### src/sv/ste_ram.sv
// Generic single-write, single-read RAM with registered read data.
module ste_ram #(
    parameter int WIDTH = 8,
    parameter int DEPTH = 16
) (
    input  logic                     clk,
    input  logic                     we,
    input  logic [$clog2(DEPTH)-1:0] waddr,
    input  logic [WIDTH-1:0]         wdata,
    input  logic [$clog2(DEPTH)-1:0] raddr,
    output logic [WIDTH-1:0]         rdata
);

    logic [WIDTH-1:0] mem [DEPTH];

    always_ff @(posedge clk)
    begin
        if (we)
        begin
            mem[waddr] <= wdata;
        end
        rdata <= mem[raddr];
    end

endmodule

### config.mk
export PLATFORM = sky130hd
export DESIGN_NAME = ste_ram
export DESIGN_NICKNAME = d
export VERILOG_FILES = /design/src/sv/ste_ram.sv
export SDC_FILE = /design/constraint.sdc
export NUM_CORES = 1
export LEC_CHECK = 0
export ABC_CLOCK_PERIOD_IN_PS = 3700
export BUFFER_PORTS_ARGS = -buffer_cell sky130_fd_sc_hd__clkbuf_2
export CAP_MARGIN = 25
export CELL_PAD_IN_SITES_DETAIL_PLACEMENT = 1
export CELL_PAD_IN_SITES_GLOBAL_PLACEMENT = 2
export CORE_ASPECT_RATIO = 0.8
export CORE_UTILIZATION = 50
export CTS_CLUSTER_DIAMETER = 30
export DETAILED_ROUTE_END_ITERATION = 8
export HOLD_SLACK_MARGIN = 0.02
export PLACE_DENSITY_LB_ADDON = 0.1
export SYNTH_ARGS = -nofsm -noshare
export SYNTH_HDL_FRONTEND = slang
export SYNTH_SLANG_ARGS = --single-unit
### constraint.sdc
create_clock -name clk -period 3.7 [get_ports clk]
set_input_delay 0.185 -clock clk [delete_from_list [all_inputs] [get_ports clk]]
set_output_delay 0.185 -clock clk [all_outputs]
set_load 0.005 [all_outputs]
==> results of run 1 <==
-- power breakdown --
part           internal [mW]  switching [mW]  total, mW
sequential              1.72          0.0110       1.73
combinational         0.0628          0.0863      0.149
clock                   1.18           0.615       1.80
-- registers in the layout, summed over array words and instances, names as in the netlist --
name,cells
rdata,8
mem,128
-- layer usage --
metal | part of all wire [%] | GRT usage (%)
met1 | 46 | 29.9
met2 | 49 | 32.2
met4 | 0.48 | 7.47
met3 | 4.9 | 6.22
met5 | 0 | 0
-- cells in the mapped netlist --
library cell	instances	area share (%)
buf_2	3	0.29
mux4_2	18	7.9
nor3_1	4	0.39
buf_6	3	0.66
edfxtp_1	128	75
nand2_1	9	0.66
dfxtp_1	8	3.1
nor2b_1	1	0.12
and2b_1	1	0.15
nor2_1	13	0.95
a22oi_1	16	2.3
nand3_1	1	0.097
buf_4	1	0.15
nand3b_1	2	0.29
or3b_2	1	0.17
mux4_1	14	7.1
clkdlybuf4s25_2	3	0.58
nand2b_1	2	0.24
and2_1	1	0.12
-- stage by stage --
| stage | utilization (%) | worst slack, ns | power (mW) | cells | hold slack [ns] |
|---|---|---|---|---|---|
| after global routing | 61.5 | 1.95 | 3.78 | 416 | 0.211 |
| after floorplan | - | 2.02 | 1.85 | 229 | 0.284 |
| after detailed placement | 55.0 | 1.63 | 1.92 | 383 | 0.557 |
| final | 61.5 | 2.08 | 3.68 | 416 | 0.193 |
| after global placement | 55.0 | 1.62 | 1.91 | 383 | 0.557 |
| after CTS | 61.4 | 2.06 | 3.71 | 415 | 0.180 |
-- critical path: stages --
cell,delay (ns)
clkbuf_2,0.41
buf_4,0.34
mux4_1,0.58
a22oi_1,0.30
nand2_1,0.09
-- kinds of logic (layout without fill, tap and decap cells) --
family                 Yosys count  after routing
AND/OR/NAND/NOR                 35             35
multiplexers                    32             32
AO/OA/AOI/OAI                   16             16
flip-flops                     136            136
buffers and inverters           10             61
-- area by class of cell --
cell class / count / area (µm²) / area share, %
repair buffers: 29 / 155 / 2.57
well taps: 136 / 170 / 2.82
multi-input cells: 83 / 1070 / 17.8
clock buffers: 17 / 425 / 7.05
flip-flops and latches: 136 / 4000 / 66.3
clock inverters: 15 / 208 / 3.44
-- cells in the final DEF, fill, tap and decap left out --
cell type and instances:
nand2_1 9, and2b_1 1, dfxtp_1 8, or3b_2 1, nor2b_1 1, mux4_2 18, clkinv_1 2, clkbuf_16 17
mux4_1 14, nor3_2 3, clkinvlp_4 4, nor3_1 1, edfxtp_1 128, nand3_1 1, buf_4 4, and2_1 1
nand3b_1 2, nor2_1 13, bufinv_16 5, nand2b_1 2, clkinv_2 4, a22oi_1 16, clkbuf_2 25
-- path summary, 6_finish.rpt --
path,to,slack [ns],startpoint
max,rdata[4],2.08,raddr[0]
max reg2reg,rdata[4],2.29,mem[9][4]
min reg2reg,rdata[3],0.68,mem[14][3]
min,mem[14][0],0.19,wdata[0]
==> impl_metrics.env, run 1 <==
export IMPL_die_w_um=115
export IMPL_io_buffers=25
export IMPL_relSlewSlack_pct=33.9
export IMPL_grt_overflow=0
export IMPL_dr_pass1_iters=4
export IMPL_ys_ff_latch=136
export IMPL_ctsResizeCount=0
export IMPL_yosys_warnings=0
export IMPL_fin_tns_setup_ns=0
export IMPL_outcome="finished, final reports clean"
export IMPL_grt_pass1_wl_um=15000
export IMPL_power_density_nw_per_um2=610
export IMPL_dpl_cell_area_um2=5390
export IMPL_start_util_pct=52.5
export IMPL_numCtsBuffers=17
export IMPL_drive_above_1_share_pct=28.9
export IMPL_hold_depth=1
export IMPL_grt_max_degree=33
export IMPL_grt_pass1_vias=2439
export IMPL_gp_congestion=0.687
export IMPL_synthAdderAreaFrac_pct=0
export IMPL_vias=2370
export IMPL_synth_compound_area_share_pct=2.33
export IMPL_dpl_hpwl_um=5950
export IMPL_final_antenna_net_count=0
export IMPL_synth_xor_area_share_pct=0
export IMPL_core_region_area_um2=9810
export IMPL_hold_buffers=0
export IMPL_critPathLaunchType="input port"
export IMPL_nFillCells=807
export IMPL_ys_seq_area_share_pct=77.8
export IMPL_worst_r2r_cell_count=3
export IMPL_drv_max_cap_violation_count=0
export IMPL_cp_max_fo=14
export IMPL_antenna_found_initial=0
export IMPL_critical_path_class="in -> reg"
export IMPL_clock_latency_ns=0.41
export IMPL_diodes=0
export IMPL_max_slew_worst_pin_slew_ns=0.988
export IMPL_cts_root_buf="clkbuf_16"
export IMPL_tritoncts="yes"
export IMPL_nets=285
export IMPL_drc=0
export IMPL_critPathRequiredTime_ns=3.98
export IMPL_leakage_nw=2.02
export IMPL_max_freq_ghz=0.616
export IMPL_slew_violations=0
export IMPL_finalWirelength_um=10100
export IMPL_yosysUniqueCellTypes=19
export IMPL_vias_per_cell=5.70
export IMPL_syn_nets=247
export IMPL_fin_crit_sh_pct=43.9
export IMPL_post_cts_buffers=0
export IMPL_h_tree_depth=4
export IMPL_dieArea_um2=10700
export IMPL_final_hold_viol_count=0
export IMPL_syn_inst=229
export IMPL_synth_mux_area_share_pct=15.0
export IMPL_drtIter0Drc=195
export IMPL_cts_sinks=136
export IMPL_finClkSkew_ns=0.0177
export IMPL_rows=32
export IMPL_syn_area_um2=5150
export IMPL_cts_max_path_buffers=2
export IMPL_clk_pin_slew_worst_paths_ns=0.06
export IMPL_hold_class="in -> reg"
export IMPL_fin_crit_ns=1.62
export IMPL_syn2layout_area_growth_pct=17.2
export IMPL_synth_top_family_by_area="multiplexers"
export IMPL_ir_drop_mv=0.362
export IMPL_setup_violations=0
export IMPL_cp_arrival_ns=1.90
export IMPL_end_kind="register"
export IMPL_syn_area_per_cell_um2=22.5
export IMPL_final_cell_area_um2=6030
export IMPL_fp_dieH_um=92.8
export IMPL_gr_usage_all_layers_pct=21.4
export IMPL_rsz0062_at_grt="no"
export IMPL_synth_simple_area_share_pct=3.18
export IMPL_wl_per_cell_um=24.2
export IMPL_io_pins=26
Note: power is estimated with default switching activity, not from simulation.
==> inputs of run 2 (changes only) <==
--- a/config.mk
+++ b/config.mk
@@ -5,13 +5,13 @@
 export SDC_FILE = /design/constraint.sdc
 export NUM_CORES = 1
 export LEC_CHECK = 0
-export ABC_CLOCK_PERIOD_IN_PS = 3700
+export ABC_CLOCK_PERIOD_IN_PS = 1300
 export BUFFER_PORTS_ARGS = -buffer_cell sky130_fd_sc_hd__clkbuf_2
 export CAP_MARGIN = 25
 export CELL_PAD_IN_SITES_DETAIL_PLACEMENT = 1
 export CELL_PAD_IN_SITES_GLOBAL_PLACEMENT = 2
 export CORE_ASPECT_RATIO = 0.8
-export CORE_UTILIZATION = 50
+export CORE_UTILIZATION = 43
 export CTS_CLUSTER_DIAMETER = 30
 export DETAILED_ROUTE_END_ITERATION = 8
 export HOLD_SLACK_MARGIN = 0.02
==> constraint.sdc (replaced) <==
create_clock -name clk -period 1.3 [get_ports clk]
set_input_delay 0.065 -clock clk [delete_from_list [all_inputs] [get_ports clk]]
set_output_delay 0.065 -clock clk [all_outputs]
set_load 0.005 [all_outputs]
==> run 2 against run 1 <==
Against the previous run:
- the run now ends with setup timing left
- combinational power rose to 3.6 times the previous value
- non-clock buffer count up 30
- sequential share of layout area down 3.5 points
- register-to-register slack worse by 2.3 ns
- clock skew down 0.011 ns
- die area up 16%
- power rose to 2.9 times the previous value
- count of clock-buffer cells in the layout unchanged
- largest power group unchanged
==> impl_metrics.env, run 2 (same netlist as run 1, synthesis figures left out) <==
export IMPL_outcome="finished, violations left"
export IMPL_violations="setup timing"
export IMPL_drive_above_1_share_pct=40.0
export IMPL_fin_crit_sh_pct=102
export IMPL_vias_per_cell=5.36
export IMPL_cp_max_fo=1
export IMPL_rsz0062_at_grt="yes"
export IMPL_p_total_mw=10.6
export IMPL_nets=315
export IMPL_fin_tns_setup_ns=-0.0309
export IMPL_top_register="mem"
export IMPL_reg_top3="mem x128, rdata x8"
export IMPL_cts_max_path_buffers=2
export IMPL_max_freq_ghz=0.752
export IMPL_postLayoutSetupSlackWorst_ns=-0.0290
export IMPL_crit_chain="mux4_2, a22oi_2, nand2_1"
export IMPL_final_common_cell="edfxtp_1"
export IMPL_start_util_pct=44.4
export IMPL_dr_pass1_iters=4
export IMPL_die_w_um=124
export IMPL_drc=0
export IMPL_cp_arrival_ns=1.62
export IMPL_fp_dieH_um=99.9
export IMPL_grt_overflow=0
export IMPL_nFillCells=1018
export IMPL_crit_family="multiplexers"
export IMPL_critPathLaunchType="register"
export IMPL_core_region_area_um2=11600
export IMPL_regArea_um2=4000
export IMPL_slew_violations=0
export IMPL_utilization_pct=54.9
export IMPL_leakage_nw=2.19
export IMPL_relSlewSlack_pct=43.2
export IMPL_cts_root_buf="clkbuf_16"
export IMPL_vias=2454
export IMPL_setup_violations=2
export IMPL_io_buffers=25
export IMPL_post_cts_buffers=0
export IMPL_clk_pin_slew_worst_paths_ns=0.06
export IMPL_gp_congestion=0.768
export IMPL_grt_max_degree=17
export IMPL_final_hold_viol_count=0
export IMPL_finalWirelength_um=11100
export IMPL_hold_class="in -> reg"
export IMPL_clock_latency_ns=0.41
export IMPL_crit_path_max_incr_delay_ns=0.49
export IMPL_wl_per_cell_um=24.3
export IMPL_numCtsBuffers=17
export IMPL_h_tree_depth=4
export IMPL_drtIter0Drc=225
export IMPL_max_slew_worst_pin_slew_ns=0.850
export IMPL_power_density_nw_per_um2=1670
export IMPL_final_antenna_net_count=0
export IMPL_grt_pass1_vias=2689
export IMPL_dieArea_um2=12400
export IMPL_drv_max_cap_violation_count=0
export IMPL_ir_drop_mv=0.867
export IMPL_diodes=0
export IMPL_antenna_found_initial=0
export IMPL_syn2layout_area_growth_pct=23.7
export IMPL_grt_pass1_wl_um=16700
export IMPL_multi_input_area_um2=1080
export IMPL_final_cell_mix="edfxtp_1, buf_4, clkbuf_2, mux4_2, clkbuf_16"
export IMPL_whs_ns=0.0919
export IMPL_slowest_stage="mux4_2"
export IMPL_largest_reg_flops=128
export IMPL_critPathBufInv=0
export IMPL_finClkSkew_ns=0.00708
export IMPL_critical_path_class="reg -> reg"
export IMPL_critPathRequiredTime_ns=1.59
export IMPL_cts_sinks=136
export IMPL_dpl_hpwl_um=7160
export IMPL_io_pins=26
export IMPL_gr_usage_all_layers_pct=19.5
export IMPL_end_kind="register"
export IMPL_tritoncts="yes"
export IMPL_fin_crit_ns=1.33
export IMPL_rows=35
-- run 2: cell count changes in the layout (fill, tap and decap cells not counted), moves of 3 or more --
cell / before / now
clkinv_4: 0 / 5
buf_12: 0 / 6
inv_6: 0 / 3
a22oi_2: 0 / 8
clkinv_2: 4 / 0
a22oi_1: 16 / 8
buf_4: 4 / 28
mux4_2: 18 / 24
mux4_1: 14 / 8
clkinvlp_4: 4 / 0
-- run 2: final timing paths --
path / startpoint / slack [ns] / depth (start not counted) / end
worst max-delay path: mem[2][4] / -0.03 / 3 / rdata[4]
worst min-delay path: wdata[5] / 0.09 / 1 / mem[5][5]
worst max register to register: mem[2][4] / -0.03 / 3 / rdata[4]
worst min register to register: mem[15][5] / 0.69 / 3 / rdata[5]
-- run 2: power by group --
part | total, mW | switching, mW | internal (mW)
Combinational | 0.541 | 0.290 | 0.251
Sequential | 4.94 | 0.0346 | 4.90
Clock | 5.16 | 1.90 | 3.26
-- run 2: cell type report --
type	instances	share of cell area, %
Clock buffer	17	6.68
Clock inverter	15	3.40
Multi-Input combinational cell	83	17.0
Sequential cell	136	62.9
Tap cell	148	2.91
Timing Repair Buffer	59	7.15
-- run 2: what timing repair did --
action / CTS / global route
pin swaps: 4 / 2
resized for setup: 8 / 6
hold buffers: 0 / 0
endpoints found under the setup margin: 6 / 7
-- run 2: per-stage QoR --
step                      cell area, µm²  worst slack [ns]  cells
after detailed placement            5710            -0.339    426
after global placement              5710            -0.311    426
after floorplan                     5150           -0.0311    229
after global routing                6370           -0.0363    458
after CTS                           6360           -0.0204    458
final                               6370           -0.0290    458
-- run 2: per-layer routing --
metal / part of all wire [%] / global-route usage, %
met1: 48 / 26.8
met2: 48 / 29.7
met3: 3.3 / 5.76
met4: 0.94 / 7.51
met5: 0 / 0
==> inputs of run 3 (changes only) <==
--- a/config.mk
+++ b/config.mk
@@ -16,6 +16,8 @@
 export DETAILED_ROUTE_END_ITERATION = 8
 export HOLD_SLACK_MARGIN = 0.02
 export PLACE_DENSITY_LB_ADDON = 0.1
+export RECOVER_POWER = 50
+export REMOVE_ABC_BUFFERS = 1
 export SYNTH_ARGS = -nofsm -noshare
 export SYNTH_HDL_FRONTEND = slang
 export SYNTH_SLANG_ARGS = --single-unit
==> run 3 against run 2 <==
Against the previous run:
- the run still ends with setup timing left
- critical path depth did not move
- first-iteration DRC count fell by 20%
- via count rose by 2.2%
- register-to-register slack barely moved
==> impl_metrics.env, run 3 (same netlist as run 1, synthesis figures left out) <==
export IMPL_power_density_nw_per_um2=1640
export IMPL_top_register="mem"
export IMPL_rows=35
export IMPL_hold_class="in -> reg"
export IMPL_dpl_cell_area_um2=5610
export IMPL_grt_max_degree=22
export IMPL_end_kind="register"
export IMPL_cts_max_path_buffers=2
export IMPL_h_tree_depth=4
export IMPL_finalWirelength_um=10900
export IMPL_drtIter0Drc=180
export IMPL_critPathLaunchType="register"
export IMPL_cts_sinks=136
export IMPL_final_cell_area_um2=6160
export IMPL_dr_pass1_iters=4
export IMPL_postLayoutSetupSlackWorst_ns=-0.0290
export IMPL_antenna_found_initial=0
export IMPL_syn2layout_area_growth_pct=19.6
export IMPL_use_met1_pct=26.0
export IMPL_dpl_hpwl_um=6950
export IMPL_critPathRequiredTime_ns=1.60
export IMPL_final_common_cell="edfxtp_1"
export IMPL_largest_reg_flops=128
export IMPL_grt_pass1_vias=2647
export IMPL_whs_ns=0.191
export IMPL_clock_latency_ns=0.41
export IMPL_drc=0
export IMPL_relSlewSlack_pct=29.7
export IMPL_placed_cells=420
export IMPL_cts_root_buf="clkbuf_16"
export IMPL_tritoncts="yes"
export IMPL_reg_top3="mem x128, rdata x8"
export IMPL_slew_violations=0
export IMPL_place_ws_ns=-0.231
export IMPL_drv_max_cap_violation_count=0
export IMPL_fin_crit_sh_pct=102
export IMPL_diodes=0
export IMPL_rsz0062_at_grt="yes"
export IMPL_critical_path_class="reg -> reg"
export IMPL_gr_usage_all_layers_pct=18.9
export IMPL_core_region_area_um2=11600
export IMPL_clk_pin_slew_worst_paths_ns=0.06
export IMPL_cp_max_fo=1
export IMPL_dieArea_um2=12400
export IMPL_vias_per_cell=5.56
export IMPL_grt_pass1_wl_um=16400
export IMPL_multi_input_area_um2=1060
export IMPL_start_util_pct=44.4
export IMPL_wl_per_cell_um=24.2
export IMPL_io_pins=26
export IMPL_violations="setup timing"
export IMPL_max_freq_ghz=0.752
export IMPL_grtUsageMet3_pct=5.06
export IMPL_regArea_um2=4000
export IMPL_outcome="finished, violations left"
export IMPL_final_antenna_net_count=0
export IMPL_cp_arrival_ns=1.63
export IMPL_finClkSkew_ns=0.00717
export IMPL_numCtsBuffers=17
export IMPL_nets=309
export IMPL_vias=2509
export IMPL_io_buffers=25
export IMPL_leakage_nw=2.06
export IMPL_final_hold_viol_count=0
export IMPL_setup_violations=1
export IMPL_gp_congestion=0.678
export IMPL_grt_overflow=0
export IMPL_final_cell_mix="edfxtp_1, mux4_2, buf_4, clkbuf_16, clkbuf_2"
export IMPL_p_total_mw=10.1
export IMPL_layoutNonFillerInstCount=451
export IMPL_nFillCells=1022
export IMPL_fin_crit_ns=1.33
export IMPL_grt_use_met2_pct=29.0
export IMPL_fp_dieH_um=99.9
export IMPL_max_slew_worst_pin_slew_ns=1.05
export IMPL_ir_drop_mv=1.19
export IMPL_die_w_um=124
export IMPL_drive_above_1_share_pct=36.0
export IMPL_top_usage_layer="met2"
-- run 3: report_power, final --
part / switching, mW / internal (mW)
Sequential: 0.0400 / 4.91
Combinational: 0.275 / 0.221
Clock: 1.68 / 2.97
Total: 2.00 / 8.10
-- run 3: layout make-up --
type | instances | share of cell area (%)
clock inverters | 11 | 2.13
multi-input cells | 83 | 17.2
repair buffers | 53 | 5.57
clock buffers | 20 | 7.09
flip-flops and latches | 136 | 65.0
well taps | 148 | 3.01
-- run 3: path summary, 6_finish.rpt --
path                            cells after the start  slack, ns  startpoint   endpoint
worst max register to register                      3      -0.03   mem[3][6]   rdata[6]
worst max-delay path                                3      -0.03   mem[3][6]   rdata[6]
worst min-delay path                                1       0.19    wdata[3]  mem[7][3]
worst min register to register                      3       0.67  mem[14][3]   rdata[3]
-- run 3: layer usage --
metal | vias up | share of wire [%]
met4 | 0 | 1.5
met5 | - | 0
met2 | 72 | 47
met3 | 17 | 4.7
met1 | 1334 | 47
li1 | 1086 | -
-- run 3: timing repair --
item | 4_1_cts | 5_1_grt
pin swaps | 1 | 5
setup endpoints to repair | 6 | 8
buffers inserted | 0 | 0
hold buffers | 0 | 0
hold endpoints to repair | 0 | 0
resized for setup | 9 | 12
-- run 3: worst max-delay path: stages (launching register included) --
cell and delay, ns:
edfxtp_1 0.37, mux4_2 0.52, a22oi_2 0.25, nand2_1 0.08
-- run 3: metrics by stage --
stage,TNS [ns],util (%)
after global routing,-0.167,53.1
after global placement,-1.55,48.3
after detailed placement,-2.14,48.3
after CTS,-0.0461,53.3
after floorplan,-2.48,-
final,-0.0290,53.1
